==> src/rtl/core/tcw_ram.sv <==
`timescale 1ns / 1ps
// ----------------------------------------------------------------------------
// tcw_ram
// Generic single-write, single-read RAM with registered read data.
// ----------------------------------------------------------------------------
module tcw_ram #(
	parameter int WIDTH = 8,
	parameter int DEPTH = 256
) (
	input  logic                     clk,
	input  logic                     we,
	input  logic [$clog2(DEPTH)-1:0] waddr,
	input  logic [WIDTH-1:0]         wdata,
	input  logic [$clog2(DEPTH)-1:0] raddr,
	output logic [WIDTH-1:0]         rdata
);

	logic [WIDTH-1:0] mem_q [DEPTH];

	always_ff @(posedge clk) begin
		if (we) begin
			mem_q[waddr] <= wdata;
		end
		rdata <= mem_q[raddr];
	end

endmodule

==> config.mk <==
export PLATFORM = sky130hd
export DESIGN_NAME = tcw_ram
export DESIGN_NICKNAME = d
export VERILOG_FILES = /design/src/rtl/core/tcw_ram.sv
export SDC_FILE = /design/constraint.sdc
export NUM_CORES = 2
export LEC_CHECK = 0
export ABC_AREA = 0
export ABC_CLOCK_PERIOD_IN_PS = 2490
export BUFFER_PORTS_ARGS = -buffer_cell sky130_fd_sc_hd__buf_2
export CAP_MARGIN = 15
export CELL_PAD_IN_SITES_DETAIL_PLACEMENT = 1
export CELL_PAD_IN_SITES_GLOBAL_PLACEMENT = 1
export CORE_UTILIZATION = 43
export DETAILED_ROUTE_END_ITERATION = 6
export PLACE_DENSITY = 0.63
export SLEW_MARGIN = 20
export SYNTH_ARGS = -nofsm -noshare
export SYNTH_HDL_FRONTEND = slang
export SYNTH_SLANG_ARGS = --single-unit
==> constraint.sdc <==
create_clock -name clk -period 2.49 [get_ports clk]
set_clock_uncertainty 0.2 [all_clocks]
set_input_delay 0.498 -clock clk [delete_from_list [all_inputs] [get_ports clk]]
set_output_delay 0.498 -clock clk [all_outputs]
set_load 0.02 [all_outputs]
==> summary.txt <==
LOGIC SYNTHESIS
--------------------------------------------------------------------------------------
Proportion of synthesized chip area in sequential cells                          77.5%
Primary FF master, synth                                                      edfxtp_1
Top cell types by occurrence after synthesis                              edfxtp_1 (2,048), mux4_2 (454), nor2_1 (282)
Synth warnings                                                                       0
Share of flip-flops with an asynchronous set or reset                               0%
Count of flip-flops with a built-in enable after synthesis                       2,048
Leading post-synthesis cells by cell area                                 edfxtp_1 (77%), mux4_2 (13%), mux2i_1 (1.7%), nor2_1 (1.3%), a22oi_1 (1.3%)
Post-synthesis cell count                                                        3,733
Total nets after synthesis                                                       3,759
Average cell area after synthesis                                             21.3 µm²
Yosys reg bits                                                                   2,056
Area share of the largest cell type after synthesis                              77.3%
Count of distinct cell types in the synthesized netlist                             55
Cell with the most instances after synthesis                                  edfxtp_1
Cell area after synthesis                                                   79,600 µm²
Dominant cell type by area after synthesis                                    edfxtp_1

ROUTING
--------------------------------------------------------------------------------------
Detailed-route via count                                                        41,400
Remaining DRCs                                                                       0
DRT iter0 DRCs                                                                   4,306
Routed via count divided by cell count                                            5.78
Total iterations of the first detailed-routing run                                   6
Average routed wire per standard cell                                          30.7 µm
Drt total wl                                                                220,000 µm
Final antenna-violating net count                                                    0

PLACE
--------------------------------------------------------------------------------------
Placed wire-length estimate after detailed placement                        145,000 µm
Post-Place Cells                                                                 6,784
Final Wtd Congestion                                                             0.840
IO Port Bufs                                                                        33

CLOCKING
--------------------------------------------------------------------------------------
Clock slew at the register clock pins of the worst setup and hold paths        0.06 ns
H-tree depth                                                                         4
Clk Latency, worst-skew pair                                                   0.84 ns
Number of buffers created by CTS                                                   201
Post-CTS setup-driven buffer insertion count                                         0
CTS sink cnt                                                                     2,056
Max Buffers Root-to-Sink                                                             3
Buffer cell driving the clock tree root                                      clkbuf_16
Clock tree from TritonCTS                                                        built

CRITICAL PATH
--------------------------------------------------------------------------------------
CP Class                                                                       reg2reg
Crit start category                                                               flop
Critical path capture point type                                                  flop
Endpoint of the worst-slack reg-to-reg timing path                            rdata[0]
R2R Path Start                                                            mem_q[138][0]
Startpoint of the worst setup timing path                                 mem_q[138][0]
Endpoint of the most critical setup path                                      rdata[0]
Crit Path Max Fanout                                                                 1
Arrival time at the worst endpoint                                             3.08 ns
Required time of the critical path                                             2.98 ns
Count of cells along the worst register-to-register path                             7
Register-to-register setup slack                                               -0.1 ns

TIMING
--------------------------------------------------------------------------------------
Fraction of the cycle the final worst path needs                                  104%
Worst Tran Pin Value                                                          0.836 ns
Final hold violation count                                                           0
Shortest period the worst path allows                                          2.59 ns
Setup TNS                                                                    -0.165 ns
Max Slew Vio Count                                                                   0
Unrepaired setup endpoints after global routing                                   true
Final WS setup                                                              -0.0988 ns
Final setup violation count                                                          4
Maximum clock frequency                                                        386 MHz
Relative slew margins                                                            44.3%

FLOORPLAN
--------------------------------------------------------------------------------------
I/O pin total                                                                       34
Floorplan die area                                                         187,000 µm²
Die Span X                                                                      432 µm
Starting Density                                                                 43.4%
Cell Rows                                                                          157
Placeable core area                                                        183,000 µm²
Die Y                                                                           432 µm

LAYOUT
--------------------------------------------------------------------------------------
Post-layout net count                                                            4,557
Layout area overhead                                                             20.2%
Proportion of layout cells with a drive suffix above 1                           34.5%
Layout Utilization                                                               52.1%
Final Non-Filler Cells                                                           7,162

PWR
--------------------------------------------------------------------------------------
Share of total power in combinational logic                                       6.1%
Share of total power in sequential cells                                         52.7%
Power per cell area                                                         758 nW/µm²
Net Switching                                                                  15.7 mW
Switching Fraction                                                               21.6%
Share of power burned in the clock network                                       41.2%
Cell internal pwr                                                              56.8 mW
Leak Pwr                                                                       31.1 nW
Maximum vdd drop                                                            0.000610 V
Pwr Total                                                                      72.5 mW

GLOBAL ROUTE
--------------------------------------------------------------------------------------
Maximum number of pins on one net before global-route repair                       129
Via count of the first global-routing pass                                      43,500
Wire length of the first global-routing pass                                316,000 µm
Grt met2 use                                                                     39.1%
Initial antenna violation count                                                     14
Global routing usage summed across all routing layers                            23.7%
Routing layer with the top usage in global route                                  met2
Global-route met1 utilization                                                    33.1%
Met3 capacity usage during global routing                                        3.64%
Global route overflow                                                                0

RUN STATUS
--------------------------------------------------------------------------------------
Violated checks                                                           setup timing
Result of the run                                                         finished with violations

HOLD PATH
--------------------------------------------------------------------------------------
Worst hold path stage count                                                          4
Hold Crit Class                                                                 in2reg

FLOW RUN
--------------------------------------------------------------------------------------
Max-capacitance violation count                                                      0

-- final cells by class --
class	count	area (µm²)
inverter	2	7.51
tap	2464	3080
multi-input combinational	1442	16900
sequential	2056	61700
clock buffer	263	5430
fill	16400	87800
antenna	4	10.0
timing repair buffer	828	7590
clock inverter	103	988
-- metrics by stage --
step / setup slack, ns / hold WS [ns] / area (µm²)
after floorplan: -0.0268 / 0.397 / 79800
after detailed placement: -1.46 / 0.703 / 88800
after global placement: -1.74 / 0.697 / 88800
after CTS: -0.0803 / 0.150 / 95500
final: -0.0988 / 0.221 / 95700
after global routing: -0.0948 / 0.210 / 95700
-- flip-flops by register name (all words and copies together) (netlist names) --
name / count
rdata: 8
mem_q: 2048
-- layout by cell type, fill, tap and decap left out, drive strengths merged, types with 2 or more instances in the layout --
cell / n
a22oi: 133
and3b: 2
o221ai: 47
mux4: 456
dlygate4sd3: 8
o211ai: 10
a221oi: 14
bufinv: 15
nand2b: 8
and2: 6
inv: 8
dfxtp: 8
nand3b: 2
nand2: 33
clkbuf: 263
a21oi: 96
or2: 4
o22ai: 28
nor2b: 31
clkinv: 78
a22o: 8
buf: 820
edfxtp: 2048
mux2i: 134
o21ai: 12
o32ai: 5
a31oi: 2
nor3: 22
nor4: 27
a2111oi: 5
a211oi: 16
nor2: 282
o22a: 5
diode: 4
clkinvlp: 4
nand3: 34
a311oi: 2
nand4: 10
-- worst min path at each step --
| stage | to | from |
|---|---|---|
| final | mem_q[114][2] | waddr[4] |
| after global routing | mem_q[114][2] | waddr[4] |
| after CTS | mem_q[114][2] | waddr[4] |
| after detailed placement | mem_q[82][1] | wdata[1] |
| after global placement | mem_q[82][1] | wdata[1] |
| after floorplan | mem_q[0][0] | wdata[0] |
-- critical path: stages, from the launching register on --
cell and delay [ns]:
edfxtp_1 0.41, mux4_2 0.50, mux4_2 0.51, nor2_4 0.10, a2111oi_2 0.06, nor3_4 0.42
buf_6 0.17, nor4_2 0.05
-- power groups by stage --
| stage | combinational [mW] | clock [mW] | sequential [mW] |
|---|---|---|---|
| 5_1_grt | 4.59 | 31.6 | 38.2 |
| 6_report | 4.39 | 29.9 | 38.2 |
| 4_1_cts | 4.40 | 30.5 | 38.2 |
| 3_3_place_gp | 4.21 | 0 | 39.0 |
| 2_1_floorplan | 1.91 | 0 | 38.9 |
| 3_5_place_dp | 4.30 | 0 | 39.0 |
-- repair_timing --
| item | 4_1_cts | 5_1_grt |
|---|---|---|
| gates cloned | 0 | 0 |
| pin swaps | 13 | 10 |
| hold endpoints to repair | 239 | 0 |
| hold buffers | 8 | 0 |
| setup endpoints to repair | 9 | 7 |
| resized for setup | 38 | 19 |
-- metal layers --
metal	part of all wire [%]	wire length (µm)
met3	5.8	12800
met1	42	92900
met2	50	109000
met4	2.2	4860
met5	0	0
-- logic make-up after synthesis --
kind of cell | synth area share [%]
flip-flops | 77.5
multiplexers | 14.6
AND/OR/NAND/NOR | 2.63
AO/OA/AOI/OAI | 3.42
buffers and inverters | 1.83
Note: power is estimated with default switching activity, not from simulation.
